### src/rtl/core/hms_pkg.sv
// shared types, codes and the mode transition function of the heater mode state machine
package hms_pkg;

   localparam int unsigned TIME_W      = 32;
   localparam int unsigned MODE_W      = 3;
   localparam int unsigned TEMP_W      = 10;
   localparam int unsigned MINUTES_W   = 8;
   localparam int unsigned CFGBITS_W   = 8;
   localparam int unsigned CSR_INDEX_W = 3;
   localparam int unsigned CSR_DATA_W  = 10;
   localparam int unsigned MINUTE_W    = 16;
   localparam int unsigned LIMIT_W     = MINUTES_W + MINUTE_W;

   localparam int unsigned HOLD_MS_DEFAULT = 500;
   localparam logic [MINUTE_W-1:0] MINUTE_MS = 16'd60000;

   // mode codes
   localparam logic [MODE_W-1:0] MODE_INVALID = 3'd0;
   localparam logic [MODE_W-1:0] MODE_TIPERR  = 3'd1;
   localparam logic [MODE_W-1:0] MODE_OFF     = 3'd2;
   localparam logic [MODE_W-1:0] MODE_SLEEP   = 3'd3;
   localparam logic [MODE_W-1:0] MODE_STAND   = 3'd4;
   localparam logic [MODE_W-1:0] MODE_ON      = 3'd5;

   // event codes
   localparam logic [3:0] EV_CONFIG   = 4'd0;
   localparam logic [3:0] EV_PRESS    = 4'd1;
   localparam logic [3:0] EV_HELD     = 4'd2;
   localparam logic [3:0] EV_USER     = 4'd3;
   localparam logic [3:0] EV_TO_SLEEP = 4'd4;
   localparam logic [3:0] EV_TO_OFF   = 4'd5;
   localparam logic [3:0] EV_INSTAND  = 4'd6;
   localparam logic [3:0] EV_OUTSTAND = 4'd7;
   localparam logic [3:0] EV_TEMP_OK  = 4'd8;
   localparam logic [3:0] EV_TEMP_BAD = 4'd9;

   // configuration register indexes
   localparam logic [CSR_INDEX_W-1:0] CSR_SLEEP_TIMEOUT = 3'd0;
   localparam logic [CSR_INDEX_W-1:0] CSR_OFF_TIMEOUT   = 3'd1;
   localparam logic [CSR_INDEX_W-1:0] CSR_SLEEP_TEMP    = 3'd2;
   localparam logic [CSR_INDEX_W-1:0] CSR_STAND_TEMP    = 3'd3;
   localparam logic [CSR_INDEX_W-1:0] CSR_CONFIG_MASK   = 3'd4;

   typedef logic [MODE_W-1:0] mode_type;

   // events raised by one tick, in the order they are applied
   typedef struct packed {
      logic config_done;
      logic user_change;
      logic stand_change;
      logic press;
      logic held;
      logic to_sleep;
      logic to_off;
   } events_type;

   // fixed transition table; codes outside the six modes pass unchanged
   function automatic mode_type next_mode(input logic [3:0] ev, input mode_type m);
      mode_type r;
      r = m;
      case (ev)
         EV_CONFIG:   if (m == MODE_INVALID) r = MODE_OFF;
         EV_PRESS: begin
            if (m == MODE_SLEEP) r = MODE_ON;
            else if (m inside {MODE_STAND, MODE_ON}) r = MODE_SLEEP;
         end
         EV_HELD: begin
            if (m == MODE_OFF) r = MODE_ON;
            else if (m inside {MODE_SLEEP, MODE_STAND, MODE_ON}) r = MODE_OFF;
         end
         EV_USER:     if (m == MODE_SLEEP) r = MODE_ON;
         EV_TO_SLEEP: if (m inside {MODE_STAND, MODE_ON}) r = MODE_SLEEP;
         EV_TO_OFF:   if (m inside {MODE_SLEEP, MODE_STAND, MODE_ON}) r = MODE_OFF;
         EV_INSTAND:  if (m == MODE_ON) r = MODE_STAND;
         EV_OUTSTAND: if (m == MODE_STAND) r = MODE_ON;
         EV_TEMP_OK:  if (m == MODE_TIPERR) r = MODE_OFF;
         EV_TEMP_BAD: if (m inside {[MODE_TIPERR:MODE_ON]}) r = MODE_TIPERR;
         default:     r = m;
      endcase
      return r;
   endfunction

endpackage

### src/rtl/core/heater_mode_state_machine.sv
// top level of the heater mode state machine: handshake, state and result registers
//
// one control tick comes in on the req_ channel and yields exactly one result on
// the rsp_ channel: the heater mode, the target temperature it selects and a
// controller reset flag that is set when the tick changed the mode
// a transfer happens at a rising edge where valid is high and stall is low
// path: a transferred tick lands in the input register, is evaluated from there and
// is written to the result register, whose valid bit drives rsp_valid
// throughput: one tick per cycle while no waiting result is stalled; the update of the
// mode and timer state straight from the input register makes that rate possible
// when rsp_stall holds a waiting result, the input register keeps its tick and
// req_stall is raised until the result is taken; no tick is dropped
// reset (synchronous, active high) empties both registers, puts the mode into
// invalid config, clears timers and seen config bits and loads register defaults
// csr_ writes are taken at any edge with csr_write high and must only come while
// the block is idle; writes to indexes past the register list are ignored
module heater_mode_state_machine import hms_pkg::*; #(
   parameter int unsigned HOLD_MS = HOLD_MS_DEFAULT
) (
   input  logic                   clock,
   input  logic                   reset,
   // request channel
   input  logic                   req_valid,
   output logic                   req_stall,
   input  logic [TIME_W-1:0]      req_now_ms,
   input  logic                   req_press_edge,
   input  logic                   req_release_edge,
   input  logic                   req_tip_in_stand,
   input  logic                   req_temp_in_limits,
   input  logic [TEMP_W-1:0]      req_user_target,
   input  logic [CFGBITS_W-1:0]   req_config_bits,
   // response channel
   output logic                   rsp_valid,
   input  logic                   rsp_stall,
   output logic [MODE_W-1:0]      rsp_mode,
   output logic [TEMP_W-1:0]      rsp_target_temperature,
   output logic                   rsp_controller_reset,
   // configuration write port
   input  logic                   csr_write,
   input  logic [CSR_INDEX_W-1:0] csr_index,
   input  logic [CSR_DATA_W-1:0]  csr_data
);

   // input register
   logic                 in_valid_ff;
   logic [TIME_W-1:0]    in_now_ff;
   logic                 in_press_ff;
   logic                 in_release_ff;
   logic                 in_stand_ff;
   logic                 in_temp_ok_ff;
   logic [TEMP_W-1:0]    in_user_ff;
   logic [CFGBITS_W-1:0] in_cfgbits_ff;

   // result register
   logic                 out_valid_ff;
   logic                 out_valid_in;
   mode_type             out_mode_ff;
   logic [TEMP_W-1:0]    out_target_ff;
   logic                 out_reset_ff;

   // machine state
   mode_type             mode_ff;
   logic [TIME_W-1:0]    last_action_ff;
   logic [TIME_W-1:0]    hold_deadline_ff;
   logic                 hold_armed_ff;
   logic                 prev_stand_ff;
   logic [TEMP_W-1:0]    prev_user_ff;
   logic [CFGBITS_W-1:0] config_seen_ff;

   // configuration registers; timeouts are kept as millisecond limits
   logic [LIMIT_W-1:0]   sleep_limit_ff;
   logic [LIMIT_W-1:0]   off_limit_ff;
   logic [TEMP_W-1:0]    sleep_temp_ff;
   logic [TEMP_W-1:0]    stand_temp_ff;
   logic [CFGBITS_W-1:0] config_mask_ff;
   logic [LIMIT_W-1:0]   limit_in;

   // tick evaluation
   events_type           events;
   logic [TIME_W-1:0]    last_action_in;
   logic [TIME_W-1:0]    hold_deadline_in;
   logic                 hold_armed_in;
   logic [CFGBITS_W-1:0] config_seen_in;
   mode_type             mode_in;
   logic [TEMP_W-1:0]    target_in;

   logic                 advance;
   logic                 req_take;

   // the input register moves on when the result register is free or being emptied
   assign advance   = in_valid_ff & (~out_valid_ff | ~rsp_stall);
   assign req_stall = in_valid_ff & ~advance;
   assign req_take  = req_valid & ~req_stall;

   hms_event_gen #(
      .HOLD_MS (HOLD_MS)
   ) u_event_gen (
      .now_ms               (in_now_ff),
      .press_edge           (in_press_ff),
      .release_edge         (in_release_ff),
      .tip_in_stand         (in_stand_ff),
      .user_target          (in_user_ff),
      .config_bits          (in_cfgbits_ff),
      .last_action_ms       (last_action_ff),
      .hold_deadline_ms     (hold_deadline_ff),
      .hold_armed           (hold_armed_ff),
      .prev_in_stand        (prev_stand_ff),
      .prev_user_target     (prev_user_ff),
      .config_seen          (config_seen_ff),
      .config_complete_mask (config_mask_ff),
      .sleep_limit          (sleep_limit_ff),
      .off_limit            (off_limit_ff),
      .events               (events),
      .last_action_next     (last_action_in),
      .hold_deadline_next   (hold_deadline_in),
      .hold_armed_next      (hold_armed_in),
      .config_seen_next     (config_seen_in)
   );

   hms_mode_chain u_mode_chain (
      .mode_before    (mode_ff),
      .events         (events),
      .tip_in_stand   (in_stand_ff),
      .temp_in_limits (in_temp_ok_ff),
      .mode_after     (mode_in)
   );

   // setpoint selected by the new mode
   always_comb begin
      case (mode_in)
         MODE_SLEEP: target_in = sleep_temp_ff;
         MODE_STAND: target_in = stand_temp_ff;
         MODE_ON:    target_in = in_user_ff;
         default:    target_in = '0;
      endcase
   end

   // minutes to milliseconds at write time keeps the multiplier off the tick path
   assign limit_in = LIMIT_W'(csr_data[MINUTES_W-1:0]) * LIMIT_W'(MINUTE_MS);

   always_comb begin
      if (advance) begin
         out_valid_in = 1'b1;
      end else if (!rsp_stall) begin
         out_valid_in = 1'b0;
      end else begin
         out_valid_in = out_valid_ff;
      end
   end

   // control state
   always_ff @(posedge clock) begin
      if (reset) begin
         in_valid_ff      <= 1'b0;
         out_valid_ff     <= 1'b0;
         mode_ff          <= MODE_INVALID;
         last_action_ff   <= '0;
         hold_deadline_ff <= '0;
         hold_armed_ff    <= 1'b0;
         prev_stand_ff    <= 1'b0;
         prev_user_ff     <= '0;
         config_seen_ff   <= '0;
      end else begin
         out_valid_ff <= out_valid_in;
         if (req_take) begin
            in_valid_ff <= 1'b1;
         end else if (advance) begin
            in_valid_ff <= 1'b0;
         end
         if (advance) begin
            mode_ff          <= mode_in;
            last_action_ff   <= last_action_in;
            hold_deadline_ff <= hold_deadline_in;
            hold_armed_ff    <= hold_armed_in;
            prev_stand_ff    <= in_stand_ff;
            prev_user_ff     <= in_user_ff;
            config_seen_ff   <= config_seen_in;
         end
      end
   end

   // configuration registers
   always_ff @(posedge clock) begin
      if (reset) begin
         sleep_limit_ff <= '0;
         off_limit_ff   <= '0;
         sleep_temp_ff  <= '0;
         stand_temp_ff  <= '0;
         config_mask_ff <= '1;
      end else if (csr_write) begin
         case (csr_index)
            CSR_SLEEP_TIMEOUT: sleep_limit_ff <= limit_in;
            CSR_OFF_TIMEOUT:   off_limit_ff   <= limit_in;
            CSR_SLEEP_TEMP:    sleep_temp_ff  <= csr_data[TEMP_W-1:0];
            CSR_STAND_TEMP:    stand_temp_ff  <= csr_data[TEMP_W-1:0];
            CSR_CONFIG_MASK:   config_mask_ff <= csr_data[CFGBITS_W-1:0];
            default:           ;
         endcase
      end
   end

   // payload registers
   always_ff @(posedge clock) begin
      if (req_take) begin
         in_now_ff     <= req_now_ms;
         in_press_ff   <= req_press_edge;
         in_release_ff <= req_release_edge;
         in_stand_ff   <= req_tip_in_stand;
         in_temp_ok_ff <= req_temp_in_limits;
         in_user_ff    <= req_user_target;
         in_cfgbits_ff <= req_config_bits;
      end
      if (advance) begin
         out_mode_ff   <= mode_in;
         out_target_ff <= target_in;
         out_reset_ff  <= (mode_in != mode_ff);
      end
   end

   assign rsp_valid              = out_valid_ff;
   assign rsp_mode               = out_mode_ff;
   assign rsp_target_temperature = out_target_ff;
   assign rsp_controller_reset   = out_reset_ff;

endmodule

### src/rtl/core/hms_event_gen.sv
// event detection and timer bookkeeping for one control tick
module hms_event_gen import hms_pkg::*; #(
   parameter int unsigned HOLD_MS = HOLD_MS_DEFAULT
) (
   input  logic [TIME_W-1:0]    now_ms,
   input  logic                 press_edge,
   input  logic                 release_edge,
   input  logic                 tip_in_stand,
   input  logic [TEMP_W-1:0]    user_target,
   input  logic [CFGBITS_W-1:0] config_bits,
   input  logic [TIME_W-1:0]    last_action_ms,
   input  logic [TIME_W-1:0]    hold_deadline_ms,
   input  logic                 hold_armed,
   input  logic                 prev_in_stand,
   input  logic [TEMP_W-1:0]    prev_user_target,
   input  logic [CFGBITS_W-1:0] config_seen,
   input  logic [CFGBITS_W-1:0] config_complete_mask,
   input  logic [LIMIT_W-1:0]   sleep_limit,
   input  logic [LIMIT_W-1:0]   off_limit,
   output events_type           events,
   output logic [TIME_W-1:0]    last_action_next,
   output logic [TIME_W-1:0]    hold_deadline_next,
   output logic                 hold_armed_next,
   output logic [CFGBITS_W-1:0] config_seen_next
);

   logic [CFGBITS_W-1:0] seen_or;
   logic                 user_activity;
   logic                 armed_mid;
   logic                 armed_after_release;
   logic [TIME_W-1:0]    hold_diff;
   logic [TIME_W-1:0]    elapsed;

   always_comb begin
      seen_or          = config_seen | config_bits;
      config_seen_next = (config_bits != '0) ? seen_or : config_seen;

      events.config_done  = (config_bits != '0) && (seen_or == config_complete_mask);
      events.user_change  = (user_target != prev_user_target);
      events.stand_change = (tip_in_stand != prev_in_stand);

      user_activity    = events.user_change | events.stand_change | press_edge | release_edge;
      last_action_next = user_activity ? now_ms : last_action_ms;

      // press arms the hold timer, release disarms it as a short press
      hold_deadline_next  = press_edge ? (now_ms + TIME_W'(HOLD_MS)) : hold_deadline_ms;
      armed_mid           = press_edge | hold_armed;
      events.press        = release_edge & armed_mid;
      armed_after_release = armed_mid & ~release_edge;

      // wrapping "past deadline" test
      hold_diff       = now_ms - hold_deadline_next;
      events.held     = armed_after_release && (hold_diff != '0) && !hold_diff[TIME_W-1];
      hold_armed_next = armed_after_release & ~events.held;

      elapsed         = now_ms - last_action_next;
      events.to_sleep = (sleep_limit != '0) && (elapsed > TIME_W'(sleep_limit));
      events.to_off   = (off_limit != '0) && (elapsed > TIME_W'(off_limit));
   end

endmodule

### src/rtl/core/hms_mode_chain.sv
// applies the tick's event chain to the mode through the transition table
module hms_mode_chain import hms_pkg::*; (
   input  mode_type   mode_before,
   input  events_type events,
   input  logic       tip_in_stand,
   input  logic       temp_in_limits,
   output mode_type   mode_after
);

   mode_type m;

   always_comb begin
      m = mode_before;
      if (events.config_done)  m = next_mode(EV_CONFIG, m);
      if (events.user_change)  m = next_mode(EV_USER, m);
      if (events.stand_change) m = next_mode(EV_USER, m);
      if (events.press)        m = next_mode(EV_PRESS, m);
      if (events.held)         m = next_mode(EV_HELD, m);
      m = next_mode(tip_in_stand ? EV_INSTAND : EV_OUTSTAND, m);
      m = next_mode(temp_in_limits ? EV_TEMP_OK : EV_TEMP_BAD, m);
      if (events.to_sleep)     m = next_mode(EV_TO_SLEEP, m);
      if (events.to_off)       m = next_mode(EV_TO_OFF, m);
      mode_after = m;
   end

endmodule
### config.mk
export PLATFORM = sky130hd
export DESIGN_NAME = heater_mode_state_machine
export DESIGN_NICKNAME = d
export VERILOG_FILES = /design/src/rtl/core/hms_pkg.sv /design/src/rtl/core/heater_mode_state_machine.sv /design/src/rtl/core/hms_event_gen.sv /design/src/rtl/core/hms_mode_chain.sv
export SDC_FILE = /design/constraint.sdc
export NUM_CORES = 1
export LEC_CHECK = 0
export ABC_AREA = 1
export ABC_CLOCK_PERIOD_IN_PS = 7900
export BUFFER_PORTS_ARGS = -buffer_cell sky130_fd_sc_hd__buf_2
export CAP_MARGIN = 40
export CORE_MARGIN = 5
export CORE_UTILIZATION = 60
export DETAILED_ROUTE_END_ITERATION = 10
export GPL_TIMING_DRIVEN = 0
export PLACE_DENSITY = 0.78
export SYNTH_ARGS = -nofsm -noshare
export SYNTH_HDL_FRONTEND = slang
export SYNTH_SLANG_ARGS = --single-unit
### constraint.sdc
create_clock -name clock -period 7.9 [get_ports clock]
set_clock_uncertainty 0.2 [all_clocks]
set_input_delay 2.37 -clock clock [delete_from_list [all_inputs] [get_ports clock]]
set_output_delay 2.37 -clock clock [all_outputs]
set_load 0.02 [all_outputs]
* Word level (Yosys, flattened, before mapping)
Cells that the tools add are included.
** Cells by class
- Mux-type cells :: 47
- $mul :: 1
- Magnitude comparators :: 6
- Eq/ne operators :: 54
- Add/subtract/negate cells :: 3
- Bitwise operators :: 18
- Reduce and logical (&&, ||, !) cells :: 33
** Operators by type and width (count)
- $mux W3 :: 36
- $gt A32 B24 Y1 :: 2
- $mux W32 :: 2
- $sub A32 B32 Y32 :: 2
- $pmux W3 S10 :: 2
- $reduce_bool A24 Y1 :: 2
- $eq A3 B3 Y1 const B :: 15
- $eq A3 B2 Y1 const B :: 13
- $add A32 B9 Y32 const B :: 1
- $eq A4 B3 Y1 const B :: 8
- $reduce_bool A32 Y1 :: 1
- $pmux W10 S3 :: 1
- $mul A8 B11 Y19 const B :: 1
- $eq A4 B2 Y1 const B :: 4
- $eq A4 B4 Y1 const B :: 4
- $logic_not A3 Y1 :: 4
- $reduce_and A2 Y1 :: 6
- $reduce_bool A3 Y1 :: 4
- $ne A10 B10 Y1 :: 1
- $reduce_bool A2 Y1 :: 5
- $eq A3 B1 Y1 const B :: 3
- $eq A4 B1 Y1 const B :: 2
- $eq A8 B8 Y1 :: 1
- $logic_not A4 Y1 :: 2
- other kinds (13) :: 40
** Storage, ports and cells
- Flip-flop bits (word level) :: 223
- Word-level logic and storage cells :: 186
- Output and inout port bits :: 16
- Bits of input ports :: 72

* Logic depth before layout (Yosys ltp)
- Depth in word-level cells :: 40
- Depth in mapped cells :: 44
- Depth with buffers taken out :: 44

* By module
From an unflattened synthesis, not the netlist that was laid out.
** Unflattened totals
- Cell total of the unflattened synthesis :: 2587
- Area, all modules :: 17682.0 um^2
** By module, submodules not included
- heater_mode_state_machine :: instances 1, area an instance 9663.0 um^2, cells an instance 1077, seq. area each 5144.9 um^2
- hms_event_gen :: instances 1, area an instance 7593.5 um^2, cells an instance 1434, seq. area each 0.0 um^2
- hms_mode_chain :: instances 1, area an instance 425.4 um^2, cells an instance 76, seq. area each 0.0 um^2

* Worst setup path after synthesis
OpenSTA, ideal clock, no wires.
- Kind :: input-to-reg
- Start point :: input csr_data[5]
- End point :: register off_limit_ff[22]
- Arrival time :: 6.067 ns
- Stages :: 22
- Buffers on the path :: 0
- Slack :: 1.518 ns
- Setup time :: 0.115 ns
- Required time :: 7.585 ns
- Cells stage by stage :: ha_1 > ha_1 > inv_1 > fa_1 > fa_1 > inv_1 > ha_1 > nand2_1 > o21ai_0 > a21o_1 > a21oi_1 > o21ai_0 > a21oi_1 > o21bai_1 > a21oi_1 > o21bai_1 > a21oi_1 > nor2_1 > nor2_1 > xor2_1 > o21ai_0 > inv_1
** Between the ends
- Cells in the longest elaborated chain, start to end :: 1
** Ends and longest elaborated chain
- from (decl) :: RTL line heater_mode_state_machine.sv:41 : input logic [CSR_DATA_W-1:0] csr_data
- $mul A8 B11 Y19 :: RTL line heater_mode_state_machine.sv:139 : assign limit_in = LIMIT_W'(csr_data[MINUTES_W-1:0]) * LIMIT_W'(MINUTE_MS);
- to (signal assigned) :: RTL line heater_mode_state_machine.sv:193 : CSR_OFF_TIMEOUT: off_limit_ff <= limit_in;
- to (decl) :: RTL line heater_mode_state_machine.sv:72 : logic [LIMIT_W-1:0] off_limit_ff;
Every way passes these cells.
A chain may end at the register's enable or synchronous reset.

* Worst setup path in the final report
- Start point :: register in_user_ff[2]
- End point :: register out_reset_ff (netlist: rsp_controller_reset) (data pin)
** Between the ends
- Elaborated cells between the ends (all ways) :: 85
- Those cells by class :: add/sub: 1; order compare: 6; eq/ne: 25; mux: 36; bitwise: 3; reduce/logical: 14
** RTL lines
- from (decl) :: RTL line heater_mode_state_machine.sv:51 : logic [TEMP_W-1:0] in_user_ff;
- from (signal assigned) :: RTL line heater_mode_state_machine.sv:210 : in_user_ff <= req_user_target;
- $ne A10 B10 Y1 (*) :: RTL line hms_event_gen.sv:39 : events.user_change = (user_target != prev_user_target);
- $or A1 B1 Y1 (*) (3 in a row) :: RTL line hms_event_gen.sv:42 : user_activity = events.user_change | events.stand_change | press_edge | release_edge;
- $mux W32 (*) :: RTL line hms_event_gen.sv:43 : last_action_next = user_activity ? now_ms : last_action_ms;
- named net last_action_in[0] :: RTL line heater_mode_state_machine.sv:80 : logic [TIME_W-1:0] last_action_in;
- $sub A32 B32 Y32 (*) :: RTL line hms_event_gen.sv:56 : elapsed = now_ms - last_action_next;
- $gt A32 B24 Y1 :: RTL line hms_event_gen.sv:57 : events.to_sleep = (sleep_limit != '0) && (elapsed > TIME_W'(sleep_limit));
- $logic_and A1 B1 Y1 :: RTL line hms_event_gen.sv:57
- $mux W3 :: RTL line hms_mode_chain.sv:21 : if (events.to_sleep) m = next_mode(EV_TO_SLEEP, m);
- $eq A3 B2 Y1 / $eq A3 B3 Y1 (equally long branches) :: RTL line hms_pkg.sv:73 : EV_TO_OFF: if (m inside {MODE_SLEEP, MODE_STAND, MODE_ON}) r = MODE_OFF;
- $reduce_bool A3 Y1 :: RTL line hms_pkg.sv:73
- $mux W3 :: RTL line hms_pkg.sv:73
- $mux W3 (*) :: RTL line hms_mode_chain.sv:22 : if (events.to_off) m = next_mode(EV_TO_OFF, m);
- $ne A3 B3 Y1 (*) :: RTL line heater_mode_state_machine.sv:216 : out_reset_ff <= (mode_in != mode_ff);
- to (signal assigned) :: RTL line heater_mode_state_machine.sv:216
- to (decl) :: RTL line heater_mode_state_machine.sv:59 : logic out_reset_ff;
The timed path passes the listed nets; every way through them passes the cells marked *.

==> metrics.txt <==
Worst Tran Pin Value 0.7918 ns; Largest stage delay, worst path 0.56 ns; Clock Power Share 31.5%; Final Hold Vio Count 0; FFs w/ async S/R, synth 0%; # DRC 0; Yosys warning total 0; CTS tree built; GPL Wtd Cong 0.9658; CTS Buf Count 26; crit path buf inv count 4; Net Sw Frac 36.75%; P_sw 1.383 mW; H-tree lvl count 1; Synth Cell Area 16480 µm²; Core ar. 27030 µm²; Final ANT Viol Nets 0; Final Net Count between 2k and 3k; cts repair resizes 0; GRT Overall Usage 30.08%; die area 30880 µm²; pin count of the biggest net entering global routing 32; Chip Height 175.7 µm; hold buffers post-CTS 0; Unique masters post-synth 51; Initial Utilization between 60 and 70%; static leakage 8.869 nW; slowest stage cell, crit path clkbuf_1; Antenna Cells 0; DR pass1 iterations 7; Die Width 175.7 µm; Root Buffer clkbuf_16; DR WL/cell 16.89 µm; most common cell after layout, fill and taps aside nand2_1; sequential share of power 34.7%; Final Critical Period roughly 7.4 ns; Rows 60; status completed; placed cell area between 15000 and 20000 µm²; commonest non-fill, non-tap cells in the layout nand2_1, inv_1, a21oi_1, o21ai_0, nor2_1; final setup fails 0; layout cells sized above 1 7.900%; Crit Path Max Fanout 10; min-delay worst type reg2reg; Buffers on Ports 87; number of flops mapped to enable cells by yosys 68; VDD IR max 174.6 µV; Clk Latency, worst-skew pair 0.56 ns; Final Cell Area 18230 µm²; aggregate routed wire length roughly 47 mm; Final Max Slew Viols 0; clk sinks 223; max cap viols 0; I/O pin cnt 88; crit-path most repeated cell nand2_1; Avg Cell Area, Syn between 7 and 8 µm²; Gate power share around 34%; Seq/Total Area, Yosys between 30 and 40%; Power, Total 3.763 mW; RSZ-0062 raised after global routing false; syn nets 2553; PwrDens 206.4 nW/µm²; Yosys reg bits 223; P_int 2.380 mW; Max-slew headroom 47.21%; ys flop type dfxtp_1; Post-CTS Setup Bufs 0; 1st-iter DRT viols ~1.3k; Fin Setup TNS 0 ns; Clk pin slew, worst setup/hold paths 0.07 ns; HPWL after DPL between 30 and 40 mm; CP arrival 7.53 ns; vias per inst 5.764; CP required between 7 and 8 ns; Critical Path End Type flop; CP top delay family simple AND/OR/NAND/NOR gates; initial antenna violation count 3; vias 16.05k; maximum clock path buffer count 3; number of global-route vias before repair 15.73k; final hold slack 0.2543 ns; Crit Path Category reg2reg; synthesis-to-finish area growth 10.66%; first-pass GRT wire length 76.73 mm; gr ovfl total 0; Synth Instances 2306; Startpoint Class flop; fmax 134.5 MHz; crit share post-route 94.14%
## metal layers
layer / part of all wire [%] / wire length [µm] / track usage (%)
met1: 42 / 19930 / 38.58
met2: 47 / 22210 / 53.03
met3: 7.0 / 3273 / 4.219
met4: 3.3 / 1575 / 8.545
met5: 0.074 / 35 / 0
## path summary, 6_finish.rpt
path                            depth (start not counted)                    to  slack (ns)             start
worst max-delay path                                   34  rsp_controller_reset        0.46     in_user_ff[2]
worst min-delay path                                    2      stand_temp_ff[8]        0.25  stand_temp_ff[8]
worst max register to register                         34  rsp_controller_reset        0.46     in_user_ff[2]
worst min register to register                          2      stand_temp_ff[8]        0.25  stand_temp_ff[8]
## metrics by stage
stage | util [%] | setup WS, ns | instances
after detailed placement | 64.33 | 0.7706 | 2736
after global routing | 67.47 | 0.1173 | 2784
after global placement | 64.16 | 0.8591 | 2734
after CTS | 67.47 | 0.7019 | 2784
after floorplan | - | 1.518 | 2306
final | 67.47 | 0.4633 | 2784
## logic make-up after synthesis
family | after synthesis | share of synthesized area (%)
AND/OR/NAND/NOR | 907 | 23.88
AO/OA/AOI/OAI | 495 | 16.32
buffers and inverters | 423 | 9.651
flip-flops | 223 | 31.22
adder cells (fa/ha/maj) | 175 | 14.38
XOR/XNOR | 66 | 3.508
multiplexers | 17 | 1.033
## synthesized netlist by cell type, drive strengths merged (8+ instances only)
cell type | instances | area, µm²
fa | 24 | 480.5
nor4 | 8 | 56.30
o211ai | 32 | 240.2
ha | 151 | 1889
xnor2 | 20 | 175.2
o21bai | 12 | 90.09
o21ai | 201 | 1006
a211oi | 11 | 82.58
nand3 | 129 | 678.2
mux2i | 17 | 170.2
a21oi | 216 | 1089
nand2 | 484 | 1872
inv | 363 | 1363
edfxtp | 68 | 2042
nor2 | 194 | 765.7
a21o | 9 | 67.56
nor3 | 34 | 181.4
dfxtp | 155 | 3103
clkbuf | 50 | 187.7
nand4 | 43 | 269.0
xor2 | 46 | 402.9
## worst reg2reg max path: cells and delay by family (launching register included)
kind / cells / cell delay [ns]
AO/OA/AOI/OAI: 7 / 1.10
XOR/XNOR: 2 / 0.44
adder cells (fa/ha/maj): 3 / 0.82
buffers and inverters: 4 / 1.43
flip-flops: 1 / 0.45
AND/OR/NAND/NOR: 18 / 2.76
## registers in the layout, summed over array words and instances, names as in the netlist, 8 cells and up
signal and cells:
last_action_ff 32, config_seen_ff 8, in_now_ff 32, in_cfgbits_ff 8, sleep_temp_ff 10, in_user_ff 10, stand_temp_ff 10, sleep_limit_ff 19
prev_user_ff 10, config_mask_ff 8, hold_deadline_ff 32, rsp_target_temperature 10, off_limit_ff 19
## power groups by stage
stage	clock network (mW)	logic, mW	registers, mW
finish	1.18	1.27	1.31
global route	1.25	1.43	1.31
CTS	1.19	1.25	1.30
detailed placement	0	1.24	1.33
global placement	0	1.20	1.33
floorplan	0	0.924	1.32
## area by class of cell
cell class | instances | area (µm²)
Fill cell | 2366 | 8792
Clock inverter | 15 | 138.9
Buffer | 57 | 216.5
Tap cell | 341 | 426.7
Clock buffer | 33 | 708.2
Sequential cell | 223 | 5145
Multi-Input combinational cell | 1660 | 9742
Timing Repair Buffer | 89 | 483.0
Inverter | 366 | 1374
(Power assumes the default switching activity.)
